--- src/hw/rtl/poh_pkg.sv ---
`timescale 1ns / 1ps
// ============================================================================
// poh_pkg
// Shared types, constants and functions of the orientation histogram block.
// ============================================================================
package poh_pkg;

    localparam int COORD_W   = 24;   // input coordinate width
    localparam int DIFF_W    = 25;   // head minus tail
    localparam int FOLD_W    = 26;   // after minimum-image fold
    localparam int BOX_W     = 23;
    localparam int NBREG_W   = 7;
    localparam int CORDIC_W  = 28;   // holds the CORDIC gain on a folded vector
    localparam int TURN_W    = 32;   // angle accumulator, 2^-32 turn units
    localparam int STEP_W    = 5;    // indexes the 24-entry arctangent table
    localparam int COUNT_W   = 16;
    localparam int BIN_NUM_W = 6;
    localparam int ADDR_W    = 4;
    localparam int DATA_W    = 32;

    localparam logic [COUNT_W-1:0] COUNT_MAX = '1;
    localparam logic [TURN_W-1:0]  HALF_TURN = 32'h8000_0000;

    // register indexes on the config port
    localparam logic [1:0] REG_NUM_BINS   = 2'd0;
    localparam logic [1:0] REG_BOX_WIDTH  = 2'd1;
    localparam logic [1:0] REG_BOX_HEIGHT = 2'd2;

    typedef enum logic [2:0] {
        ST_IDLE,
        ST_FOLD,
        ST_START,
        ST_ANGLE,
        ST_SCALE,
        ST_ISSUE,
        ST_COUNT
    } poh_state_t;

    typedef enum logic [2:0] {
        BN_IDLE,
        BN_RD,
        BN_WR,
        BN_DRD,
        BN_DOUT
    } poh_bin_state_t;

    typedef struct packed {
        logic update;   // count one filament
        logic dump;     // then emit all bins in use and clear
    } poh_bin_cmd_t;

    // atan(2^-i) in 2^-32 turn units, truncated
    function automatic logic [TURN_W-1:0] atan_turn(input logic [STEP_W-1:0] i);
        logic [TURN_W-1:0] v;
        case (i)
            5'd0:    v = 32'h20000000;
            5'd1:    v = 32'h12E4051D;
            5'd2:    v = 32'h09FB385B;
            5'd3:    v = 32'h051111D4;
            5'd4:    v = 32'h028B0D43;
            5'd5:    v = 32'h0145D7E1;
            5'd6:    v = 32'h00A2F61E;
            5'd7:    v = 32'h00517C55;
            5'd8:    v = 32'h0028BE53;
            5'd9:    v = 32'h00145F2E;
            5'd10:   v = 32'h000A2F98;
            5'd11:   v = 32'h000517CC;
            5'd12:   v = 32'h00028BE6;
            5'd13:   v = 32'h000145F3;
            5'd14:   v = 32'h0000A2F9;
            5'd15:   v = 32'h0000517C;
            5'd16:   v = 32'h000028BE;
            5'd17:   v = 32'h0000145F;
            5'd18:   v = 32'h00000A2F;
            5'd19:   v = 32'h00000517;
            5'd20:   v = 32'h0000028B;
            5'd21:   v = 32'h00000145;
            5'd22:   v = 32'h000000A2;
            5'd23:   v = 32'h00000051;
            default: v = '0;
        endcase
        return v;
    endfunction

    // minimum-image fold, applied once
    function automatic logic signed [FOLD_W-1:0] fold(
        input logic signed [DIFF_W-1:0] d,
        input logic [BOX_W-1:0]         box
    );
        logic signed [FOLD_W:0]   d2;
        logic signed [FOLD_W:0]   bx;
        logic signed [FOLD_W-1:0] de;
        logic signed [FOLD_W-1:0] be;
        logic signed [FOLD_W-1:0] r;
        d2 = {d[DIFF_W-1], d, 1'b0};
        bx = {4'b0000, box};
        de = {d[DIFF_W-1], d};
        be = {3'b000, box};
        if (d2 > bx)
            r = de - be;
        else if (d2 < -bx)
            r = de + be;
        else
            r = de;
        return r;
    endfunction

endpackage

--- src/hw/rtl/periodic_orientation_histogram.sv ---
`timescale 1ns / 1ps
// ============================================================================
// periodic_orientation_histogram
// Filament orientation histogram: minimum-image difference, CORDIC atan2,
// saturating bin count, per-frame dump of all bins in use.
//
//   channel  signals                                          direction
//   config   psel penable pwrite paddr pwdata prdata pready   in / out
//   filament start busy head_x head_y tail_x tail_y frame_end in (busy out)
//   bins     bin_valid bin_number bin_count last_bin          out
//
// From start to busy low a filament passes through fold, one CORDIC
// micro-rotation per cycle, bin scale, counter read and write.
// With frame_end the dump then walks the bins in use, each through a memory
// read and then the output register, with one bin_valid strobe per bin.
// The single-ported counter memory and the shared CORDIC unit set the rate.
// Reset clears all counters at once through per-bin valid bits.
// The bin receiver cannot stall: each strobe is a completed transaction.
// ============================================================================
module periodic_orientation_histogram #(
    parameter int MAX_BINS     = 64,
    parameter int ANGLE_BITS   = 16,
    parameter int CORDIC_STEPS = 16
) (
    input  logic                                    clk,
    input  logic                                    rst_n,
    input  logic                                    psel,
    input  logic                                    penable,
    input  logic                                    pwrite,
    input  logic [poh_pkg::ADDR_W-1:0]              paddr,
    input  logic [poh_pkg::DATA_W-1:0]              pwdata,
    output logic [poh_pkg::DATA_W-1:0]              prdata,
    output logic                                    pready,
    input  logic                                    start,
    output logic                                    busy,
    input  logic signed [poh_pkg::COORD_W-1:0]      head_x,
    input  logic signed [poh_pkg::COORD_W-1:0]      head_y,
    input  logic signed [poh_pkg::COORD_W-1:0]      tail_x,
    input  logic signed [poh_pkg::COORD_W-1:0]      tail_y,
    input  logic                                    frame_end,
    output logic                                    bin_valid,
    output logic [poh_pkg::BIN_NUM_W-1:0]           bin_number,
    output logic [poh_pkg::COUNT_W-1:0]             bin_count,
    output logic                                    last_bin
);

    localparam int BIN_W  = $clog2(MAX_BINS);
    localparam int NB_W   = $clog2(MAX_BINS + 1);
    localparam int PROD_W = ANGLE_BITS + NB_W;
    localparam int TW     = poh_pkg::TURN_W;

    // configuration
    logic [poh_pkg::NBREG_W-1:0]    num_bins_reg;
    logic [poh_pkg::BOX_W-1:0]      box_width_reg, box_height_reg;
    logic [1:0]                     reg_idx;
    logic                           wr_en;

    assign pready  = 1'b1;
    assign reg_idx = paddr[3:2];
    assign wr_en   = psel && penable && pwrite && pready;

    always_ff @(posedge clk or negedge rst_n)
    begin
        if (!rst_n)
        begin
            num_bins_reg   <= 7'd45;
            box_width_reg  <= 23'd25600;
            box_height_reg <= 23'd25600;
        end
        else if (wr_en)
        begin
            case (reg_idx)
                poh_pkg::REG_NUM_BINS:   num_bins_reg   <= pwdata[poh_pkg::NBREG_W-1:0];
                poh_pkg::REG_BOX_WIDTH:  box_width_reg  <= pwdata[poh_pkg::BOX_W-1:0];
                poh_pkg::REG_BOX_HEIGHT: box_height_reg <= pwdata[poh_pkg::BOX_W-1:0];
                default:                 ;
            endcase
        end
    end

    always_comb
    begin
        case (reg_idx)
            poh_pkg::REG_NUM_BINS:   prdata = {25'd0, num_bins_reg};
            poh_pkg::REG_BOX_WIDTH:  prdata = {9'd0, box_width_reg};
            poh_pkg::REG_BOX_HEIGHT: prdata = {9'd0, box_height_reg};
            default:                 prdata = '0;
        endcase
    end

    // bins in use, clamped to 1..MAX_BINS
    logic [NB_W-1:0] nb;

    always_comb
    begin
        if (num_bins_reg == '0)
            nb = NB_W'(1);
        else if (num_bins_reg > poh_pkg::NBREG_W'(MAX_BINS))
            nb = NB_W'(MAX_BINS);
        else
            nb = NB_W'(num_bins_reg);
    end

    // sequencer
    poh_pkg::poh_state_t                state_reg, state_next;
    poh_pkg::poh_bin_cmd_t              bin_cmd;
    logic                               accept, cordic_start, cordic_done, bins_done;
    logic [TW-1:0]                      cordic_angle, turn;
    logic [ANGLE_BITS-1:0]              ang;
    logic [PROD_W-1:0]                  prod_reg;
    logic signed [poh_pkg::DIFF_W-1:0]  dx_reg, dy_reg;
    logic signed [poh_pkg::FOLD_W-1:0]  fx_reg, fy_reg;
    logic                               frame_end_reg;

    assign accept = start && !busy;
    assign busy   = (state_reg != poh_pkg::ST_IDLE);
    assign turn   = cordic_angle + poh_pkg::HALF_TURN;
    assign ang    = turn[TW-1 -: ANGLE_BITS];

    always_comb
    begin
        state_next     = state_reg;
        cordic_start   = 1'b0;
        bin_cmd.update = 1'b0;
        bin_cmd.dump   = frame_end_reg;
        case (state_reg)
            poh_pkg::ST_IDLE:
            begin
                if (start)
                    state_next = poh_pkg::ST_FOLD;
            end
            poh_pkg::ST_FOLD:
                state_next = poh_pkg::ST_START;
            poh_pkg::ST_START:
            begin
                cordic_start = 1'b1;
                state_next   = poh_pkg::ST_ANGLE;
            end
            poh_pkg::ST_ANGLE:
            begin
                if (cordic_done)
                    state_next = poh_pkg::ST_SCALE;
            end
            poh_pkg::ST_SCALE:
                state_next = poh_pkg::ST_ISSUE;
            poh_pkg::ST_ISSUE:
            begin
                bin_cmd.update = 1'b1;
                state_next     = poh_pkg::ST_COUNT;
            end
            poh_pkg::ST_COUNT:
            begin
                if (bins_done)
                    state_next = poh_pkg::ST_IDLE;
            end
            default:
                state_next = poh_pkg::ST_IDLE;
        endcase
    end

    always_ff @(posedge clk or negedge rst_n)
    begin
        if (!rst_n)
            state_reg <= poh_pkg::ST_IDLE;
        else
            state_reg <= state_next;
    end

    always_ff @(posedge clk)
    begin
        if (accept)
        begin
            dx_reg        <= {head_x[poh_pkg::COORD_W-1], head_x}
                           - {tail_x[poh_pkg::COORD_W-1], tail_x};
            dy_reg        <= {head_y[poh_pkg::COORD_W-1], head_y}
                           - {tail_y[poh_pkg::COORD_W-1], tail_y};
            frame_end_reg <= frame_end;
        end
        if (state_reg == poh_pkg::ST_FOLD)
        begin
            fx_reg <= poh_pkg::fold(dx_reg, box_width_reg);
            fy_reg <= poh_pkg::fold(dy_reg, box_height_reg);
        end
        if (state_reg == poh_pkg::ST_SCALE)
            prod_reg <= PROD_W'(ang) * PROD_W'(nb);
    end

    poh_cordic #(
        .CORDIC_STEPS (CORDIC_STEPS)
    ) u_cordic (
        .clk   (clk),
        .rst_n (rst_n),
        .start (cordic_start),
        .x_in  (fx_reg),
        .y_in  (fy_reg),
        .done  (cordic_done),
        .angle (cordic_angle)
    );

    poh_bins #(
        .MAX_BINS (MAX_BINS)
    ) u_bins (
        .clk        (clk),
        .rst_n      (rst_n),
        .cmd        (bin_cmd),
        .idx        (prod_reg[ANGLE_BITS +: BIN_W]),
        .nb         (nb),
        .done       (bins_done),
        .bin_valid  (bin_valid),
        .bin_number (bin_number),
        .bin_count  (bin_count),
        .last_bin   (last_bin)
    );

    a_cordic_done_in_angle: assert property (@(posedge clk) disable iff (!rst_n)
        cordic_done |-> (state_reg == poh_pkg::ST_ANGLE))
        else $error("CORDIC finished outside the angle phase");

    a_accept_starts_fold: assert property (@(posedge clk) disable iff (!rst_n)
        accept |=> (state_reg == poh_pkg::ST_FOLD))
        else $error("accepted transaction did not enter fold");

    a_dump_while_counting: assert property (@(posedge clk) disable iff (!rst_n)
        bin_valid |-> ($past(state_reg) == poh_pkg::ST_COUNT))
        else $error("bin strobe outside a frame dump");

endmodule

--- src/hw/rtl/poh_cordic.sv ---
`timescale 1ns / 1ps
// ============================================================================
// poh_cordic
// Iterative CORDIC vectoring unit: one micro-rotation per cycle, atan2 in
// 2^-32 turn units.
// ============================================================================
module poh_cordic #(
    parameter int CORDIC_STEPS = 16
) (
    input  logic                                  clk,
    input  logic                                  rst_n,
    input  logic                                  start,
    input  logic signed [poh_pkg::FOLD_W-1:0]     x_in,
    input  logic signed [poh_pkg::FOLD_W-1:0]     y_in,
    output logic                                  done,
    output logic [poh_pkg::TURN_W-1:0]            angle
);

    localparam int CW = poh_pkg::CORDIC_W;
    localparam int EXT = poh_pkg::CORDIC_W - poh_pkg::FOLD_W;
    localparam logic [poh_pkg::STEP_W-1:0] LAST_STEP =
        poh_pkg::STEP_W'(CORDIC_STEPS - 1);

    logic signed [CW-1:0]           x_reg, y_reg;
    logic [poh_pkg::TURN_W-1:0]     a_reg;
    logic [poh_pkg::STEP_W-1:0]     step_reg;
    logic                           run_reg, done_reg, zero_reg;

    logic signed [CW-1:0]           xe, ye, xs, ys;
    logic                           y_pos;

    assign xe = {{EXT{x_in[poh_pkg::FOLD_W-1]}}, x_in};
    assign ye = {{EXT{y_in[poh_pkg::FOLD_W-1]}}, y_in};
    assign xs = x_reg >>> step_reg;
    assign ys = y_reg >>> step_reg;
    assign y_pos = !y_reg[CW-1] && (y_reg != '0);

    always_ff @(posedge clk or negedge rst_n)
    begin
        if (!rst_n)
        begin
            run_reg  <= 1'b0;
            done_reg <= 1'b0;
            step_reg <= '0;
        end
        else
        begin
            done_reg <= 1'b0;
            if (start)
            begin
                run_reg  <= 1'b1;
                step_reg <= '0;
            end
            else if (run_reg)
            begin
                if (step_reg == LAST_STEP)
                begin
                    run_reg  <= 1'b0;
                    done_reg <= 1'b1;
                end
                else
                begin
                    step_reg <= step_reg + 1'b1;
                end
            end
        end
    end

    always_ff @(posedge clk)
    begin
        if (start)
        begin
            zero_reg <= (xe == '0) && (ye == '0);
            // left half plane: rotate by half a turn first
            if (xe[CW-1])
            begin
                x_reg <= -xe;
                y_reg <= -ye;
                a_reg <= poh_pkg::HALF_TURN;
            end
            else
            begin
                x_reg <= xe;
                y_reg <= ye;
                a_reg <= '0;
            end
        end
        else if (run_reg)
        begin
            if (y_pos)
            begin
                x_reg <= x_reg + ys;
                y_reg <= y_reg - xs;
                a_reg <= a_reg + poh_pkg::atan_turn(step_reg);
            end
            else
            begin
                x_reg <= x_reg - ys;
                y_reg <= y_reg + xs;
                a_reg <= a_reg - poh_pkg::atan_turn(step_reg);
            end
        end
    end

    assign done  = done_reg;
    assign angle = zero_reg ? '0 : a_reg;

endmodule

--- src/hw/rtl/poh_bins.sv ---
`timescale 1ns / 1ps
// ============================================================================
// poh_bins
// Bin counter memory: saturating read-modify-write per filament, and the
// frame dump that walks the bins in use and clears them.
// ============================================================================
module poh_bins #(
    parameter int MAX_BINS = 64
) (
    input  logic                                   clk,
    input  logic                                   rst_n,
    input  poh_pkg::poh_bin_cmd_t                  cmd,
    input  logic [$clog2(MAX_BINS)-1:0]            idx,
    input  logic [$clog2(MAX_BINS+1)-1:0]          nb,
    output logic                                   done,
    output logic                                   bin_valid,
    output logic [poh_pkg::BIN_NUM_W-1:0]          bin_number,
    output logic [poh_pkg::COUNT_W-1:0]            bin_count,
    output logic                                   last_bin
);

    localparam int BIN_W = $clog2(MAX_BINS);
    localparam int NB_W  = $clog2(MAX_BINS + 1);

    poh_pkg::poh_bin_state_t         state_reg, state_next;

    logic [poh_pkg::COUNT_W-1:0]     mem [MAX_BINS];
    logic [poh_pkg::COUNT_W-1:0]     rd_data_reg;
    logic [MAX_BINS-1:0]             valid_reg;
    logic [BIN_W-1:0]                idx_reg, ptr_reg, raddr, last_ptr;
    logic                            dump_reg, done_reg;
    logic                            out_valid_reg, out_last_reg;
    logic [poh_pkg::BIN_NUM_W-1:0]   out_num_reg;
    logic [poh_pkg::COUNT_W-1:0]     out_count_reg;

    logic [poh_pkg::COUNT_W-1:0]     cur, inc;
    logic                            cur_valid, ptr_last, mem_we;

    assign raddr    = (state_reg == poh_pkg::BN_DRD) ? ptr_reg : idx_reg;
    assign last_ptr = BIN_W'(nb - NB_W'(1));
    assign ptr_last = (ptr_reg == last_ptr);
    // an entry without its valid bit reads as zero
    assign cur_valid = (state_reg == poh_pkg::BN_DOUT) ? valid_reg[ptr_reg]
                                                       : valid_reg[idx_reg];
    assign cur = cur_valid ? rd_data_reg : '0;
    assign inc = (cur == poh_pkg::COUNT_MAX) ? cur : cur + 1'b1;
    assign mem_we = (state_reg == poh_pkg::BN_WR);

    always_comb
    begin
        state_next = state_reg;
        case (state_reg)
            poh_pkg::BN_IDLE:
            begin
                if (cmd.update)
                    state_next = poh_pkg::BN_RD;
            end
            poh_pkg::BN_RD:
                state_next = poh_pkg::BN_WR;
            poh_pkg::BN_WR:
                state_next = dump_reg ? poh_pkg::BN_DRD : poh_pkg::BN_IDLE;
            poh_pkg::BN_DRD:
                state_next = poh_pkg::BN_DOUT;
            poh_pkg::BN_DOUT:
                state_next = ptr_last ? poh_pkg::BN_IDLE : poh_pkg::BN_DRD;
            default:
                state_next = poh_pkg::BN_IDLE;
        endcase
    end

    always_ff @(posedge clk or negedge rst_n)
    begin
        if (!rst_n)
        begin
            state_reg     <= poh_pkg::BN_IDLE;
            valid_reg     <= '0;
            done_reg      <= 1'b0;
            out_valid_reg <= 1'b0;
            out_last_reg  <= 1'b0;
            out_num_reg   <= '0;
            out_count_reg <= '0;
        end
        else
        begin
            state_reg     <= state_next;
            done_reg      <= ((state_reg == poh_pkg::BN_WR) && !dump_reg)
                          || ((state_reg == poh_pkg::BN_DOUT) && ptr_last);
            out_valid_reg <= (state_reg == poh_pkg::BN_DOUT);
            if (state_reg == poh_pkg::BN_WR)
                valid_reg[idx_reg] <= 1'b1;
            if (state_reg == poh_pkg::BN_DOUT)
            begin
                out_num_reg   <= poh_pkg::BIN_NUM_W'(ptr_reg);
                out_count_reg <= cur;
                out_last_reg  <= ptr_last;
                if (ptr_last)
                    valid_reg <= '0;
            end
            else
            begin
                out_last_reg <= 1'b0;
            end
        end
    end

    always_ff @(posedge clk)
    begin
        if ((state_reg == poh_pkg::BN_IDLE) && cmd.update)
        begin
            idx_reg  <= idx;
            dump_reg <= cmd.dump;
        end
        if (state_reg == poh_pkg::BN_WR)
            ptr_reg <= '0;
        else if ((state_reg == poh_pkg::BN_DOUT) && !ptr_last)
            ptr_reg <= ptr_reg + 1'b1;
    end

    always_ff @(posedge clk)
    begin
        if (mem_we)
            mem[idx_reg] <= inc;
        rd_data_reg <= mem[raddr];
    end

    assign done       = done_reg;
    assign bin_valid  = out_valid_reg;
    assign bin_number = out_num_reg;
    assign bin_count  = out_count_reg;
    assign last_bin   = out_last_reg;

    a_last_has_strobe: assert property (@(posedge clk) disable iff (!rst_n)
        last_bin |-> bin_valid)
        else $error("last_bin without bin_valid");

    a_last_is_top_bin: assert property (@(posedge clk) disable iff (!rst_n)
        (bin_valid && last_bin) |-> (bin_number == poh_pkg::BIN_NUM_W'(last_ptr)))
        else $error("dump ended on the wrong bin");

    a_write_after_read: assert property (@(posedge clk) disable iff (!rst_n)
        (state_reg == poh_pkg::BN_WR) |-> ($past(state_reg) == poh_pkg::BN_RD))
        else $error("counter write without a preceding read");

endmodule
--- config.mk ---
export PLATFORM = sky130hd
export DESIGN_NAME = periodic_orientation_histogram
export DESIGN_NICKNAME = d
export VERILOG_FILES = /design/src/hw/rtl/poh_pkg.sv /design/src/hw/rtl/periodic_orientation_histogram.sv /design/src/hw/rtl/poh_cordic.sv /design/src/hw/rtl/poh_bins.sv
export SDC_FILE = /design/constraint.sdc
export NUM_CORES = 2
export LEC_CHECK = 0
export BUFFER_PORTS_ARGS = -buffer_cell sky130_fd_sc_hd__buf_2
export CAP_MARGIN = 40
export CORE_ASPECT_RATIO = 1.25
export CORE_UTILIZATION = 35
export CTS_CLUSTER_DIAMETER = 60
export DETAILED_ROUTE_END_ITERATION = 12
export MAX_ROUTING_LAYER = met4
export SLEW_MARGIN = 20
export SYNTH_ARGS = -nofsm -noshare
export SYNTH_HDL_FRONTEND = slang
export SYNTH_SLANG_ARGS = --single-unit
--- constraint.sdc ---
create_clock -name clk -period 6.89 [get_ports clk]
set_input_delay 0.689 -clock clk [delete_from_list [all_inputs] [get_ports clk]]
set_output_delay 0.689 -clock clk [all_outputs]
set_load 0.005 [all_outputs]
==> flow_metrics.tcl <==
set metrics [dict create \
    outcome "completed" \
    r2r_start "u_cordic.step_reg[0]$_DFFE_PN0P_" \
    crit_chain "buf_12, mux2_1, mux4_2, mux2i_1, o211ai_1, nor4_4, and3_1, inv_1, nor2_1, a21oi_1, xor2_1, ha_1, a21oi_1, o21ai_0, a21oi_1, nor3b_1, a31oi_1, a211oi_1, nand4_1, a31oi_1, xnor2_1, a21oi_1" \
    leakage_uw 0.0329 \
    drt_iter0_markers 4765 \
    cpMostUsedCell "a21oi_1" \
    drcViolationCount 0 \
    min_to "frame_end_reg$_DFFE_PP_" \
    clkLatencyLatePin_ns 0.84 \
    yosysUniqueCellTypes 107 \
    min_path_cells 1 \
    hold_ws_ns 0.0944 \
    gp_congestion 0.946 \
    p_per_area_nw_per_um2 445 \
    grt_max_degree 123 \
    synth-main-ff-cell "edfxtp_1" \
    setup_viol 0 \
    cpMaxStageDelayCell "mux4_2" \
    track_usage_pct 20.1 \
    fin_crit_sh_pct 91.2 \
    finalWirelength_um 225000 \
    async_flop_share_pct 11.0 \
    fp.dieArea_um2 226000 \
    ys_seq_elements 1406 \
    tightest_slew_ns 0.930 \
    netlist_area_um2 78400 \
    path_class "reg -> reg" \
    setup_tns_ns 0 \
    path_clk_slew_ns 0.06 \
    ys_seq_area_share_pct 52.6 \
    min_from "frame_end" \
    cap_violations 0 \
    min_period_ns 6.28 \
    hp-class "in -> reg" \
    dpl.hpwl_um 158000 \
    cp.arrival_ns 6.75 \
    synth_warnings 0 \
    drive_gt1_share_pct 16.5 \
    critPathMaxFanout 63 \
    hold_buffers 1 \
    die_h_um 531 \
    crit_family "compound AO/OA/AOI/OAI gates" \
    num_vias 53900 \
    wire_per_inst_um 23.4 \
    ir_drop_mv 0.370 \
    nets 7158 \
    cts_made_buffers 152 \
    cts_tree "built" \
    overflow 0 \
    dr.pass1.iters 6 \
    slew_viol_final 0 \
    cts_resized 0 \
    critPathMaxStageDelay_ns 0.54 \
    area_delta_synth_final_pct 13.2 \
    htreeDepth 4 \
    grt_pass1_vias 53200 \
    required_ns 7.35 \
    avgSynthCellArea_um2 12.4 \
    fin_worst_skew_ns 0.106 \
    synth_cells 6334 \
    ctsLongestPathBuffers 4 \
    port_buffers 175 \
    antenna_found_initial 4 \
    max_slew_margin_pct 38.0 \
    rows 193 \
    crit_path_end_kind "flip-flop" \
    ff2ff_setup_slack_ns 0.61 \
    drtAntennaViolNets 0 \
    start_kind "flip-flop" \
    path_depth 22 \
    timing.rr.end "u_cordic.y_reg[27]$_DFFE_PP_" \
    reg2reg_depth 22 \
    hold_viol 0 \
    cts_setup_buffers 0 \
    rsz0062_at_grt "false" \
    root_buffer "clkbuf_16" \
    routed_via_density 5.61 \
    start_util_pct 35.3 \
    core_um2 222000 \
    clock_sinks 1406 \
    die_w_um 425 \
    path_buf_inv 2 \
    grt_first_pass_wirelength_um 337000 \
    clock.fmax_mhz 159 \
    synth_edf_count 1229 \
    largest_register_ffs 1024 \
    ios 197 \
]
-- synth_stat cells (36+ instances only) --
| master | instances | area share [%] |
|---|---|---|
| xnor2_1 | 207 | 2.3 |
| nor2b_1 | 69 | 0.55 |
| a311oi_1 | 39 | 0.44 |
| or3_1 | 52 | 0.42 |
| o31ai_1 | 39 | 0.37 |
| edfxtp_1 | 1229 | 47 |
| nand2b_1 | 65 | 0.52 |
| mux2_2 | 43 | 0.62 |
| clkbuf_1 | 229 | 1.1 |
| buf_2 | 39 | 0.25 |
| ha_1 | 374 | 6.0 |
| inv_1 | 288 | 1.4 |
| o21ai_0 | 285 | 1.8 |
| nand4_1 | 36 | 0.29 |
| o21a_1 | 40 | 0.38 |
| a31oi_1 | 71 | 0.57 |
| nor3_1 | 90 | 0.57 |
| nor2_1 | 604 | 2.9 |
| mux2i_1 | 57 | 0.73 |
| xor2_1 | 98 | 1.1 |
| and2_1 | 87 | 0.69 |
| fa_1 | 78 | 2.0 |
| a21o_1 | 112 | 1.1 |
| a211oi_1 | 112 | 1.1 |
| nand2_1 | 494 | 2.4 |
| dfrtp_1 | 145 | 4.6 |
| mux4_2 | 336 | 9.7 |
| nand3_1 | 99 | 0.63 |
| o22ai_1 | 62 | 0.49 |
| a21oi_1 | 346 | 2.2 |
-- cell type report --
| cell class | instances | area (um2) |
|---|---|---|
| inverters | 293 | 1100 |
| well taps | 2925 | 3660 |
| diodes | 4 | 10.0 |
| multi-input cells | 4325 | 35000 |
| clock inverters | 70 | 692 |
| clock buffers | 197 | 4130 |
| fillers | 20600 | 133000 |
| repair buffers | 389 | 2880 |
| flip-flops and latches | 1406 | 41200 |
-- routing by layer --
layer  vias up  GRT usage (%)  routed length [um]  part of all wire [%]
met3       416           2.23               12900                   5.7
met5         -              -                   0                     0
met2      1759           31.8              107000                    47
met4         0           7.95                9650                   4.3
met1     27400           26.5               95800                    43
li1      24400              -                   -                     -
-- placed cells by master (no fill, tap or decap), types with 99 or more instances in the layout --
master and n:
a211oi_1 112, a21o_1 112, a21oi_1 341, buf_2 180, buf_4 173, clkbuf_16 157
dfrtp_1 140, edfxtp_1 1229, ha_1 374, inv_1 287, mux4_2 336, nand2_1 492
nand3_1 99, nor2_1 589, o21ai_0 281, xnor2_1 207
-- logic make-up (layout without fill, tap and decap cells) --
family	Yosys count	after routing	share of synthesized area, %
and+or+nand+nor	1739	1739	10.3
xor gates and xnor gates	306	306	3.43
other	2	14	0.00958
AOI/OAI and AO/OA	1369	1369	11.3
muxes	449	449	11.2
buffers and inverters	611	949	3.17
adders and majority gates	452	452	7.96
DFF	1406	1406	52.6
-- metrics by stage --
stage / instances / instance area (um2) / total power [uW] / worst slack, ns / util (%)
6_report: 9609 / 88700 / 39400 / 0.609 / 40.0
5_1_grt: 9607 / 88700 / 42100 / 0.0841 / 40.0
4_1_cts: 9596 / 88500 / 39500 / 0.630 / 39.9
3_5_place_dp: 9328 / 83700 / 31300 / 0.682 / 37.7
3_3_place_gp: 9301 / 83400 / 31000 / 0.682 / 37.6
2_1_floorplan: 6342 / 78400 / 26400 / 0.0463 / -
-- worst max path at each step --
| stage | from | to |
|---|---|---|
| after CTS | u_cordic.step_reg[2]$_DFFE_PN0P_ | u_cordic.x_reg[26]$_DFFE_PP_ |
| after global placement | u_cordic.step_reg[0]$_DFFE_PN0P_ | u_cordic.a_reg[31]$_DFFE_PP_ |
| after detailed placement | u_cordic.step_reg[2]$_DFFE_PN0P_ | u_cordic.x_reg[26]$_DFFE_PP_ |
| final | u_cordic.step_reg[0]$_DFFE_PN0P_ | u_cordic.y_reg[27]$_DFFE_PP_ |
| after floorplan | u_bins.ptr_reg[0]$_SDFFE_PP0P_ | u_bins.mem[0][9]$_DFFE_PP_ |
| after global routing | u_cordic.step_reg[2]$_DFFE_PN0P_ | u_cordic.x_reg[26]$_DFFE_PP_ |
-- power by group --
part	internal [uW]	leakage, uW	switching, uW
registers	10900	0.0136	1010
logic	8190	0.0170	11300
clock network	4630	0.00236	3380
total	23800	0.0329	15700
Note: power is estimated with default switching activity, not from simulation.
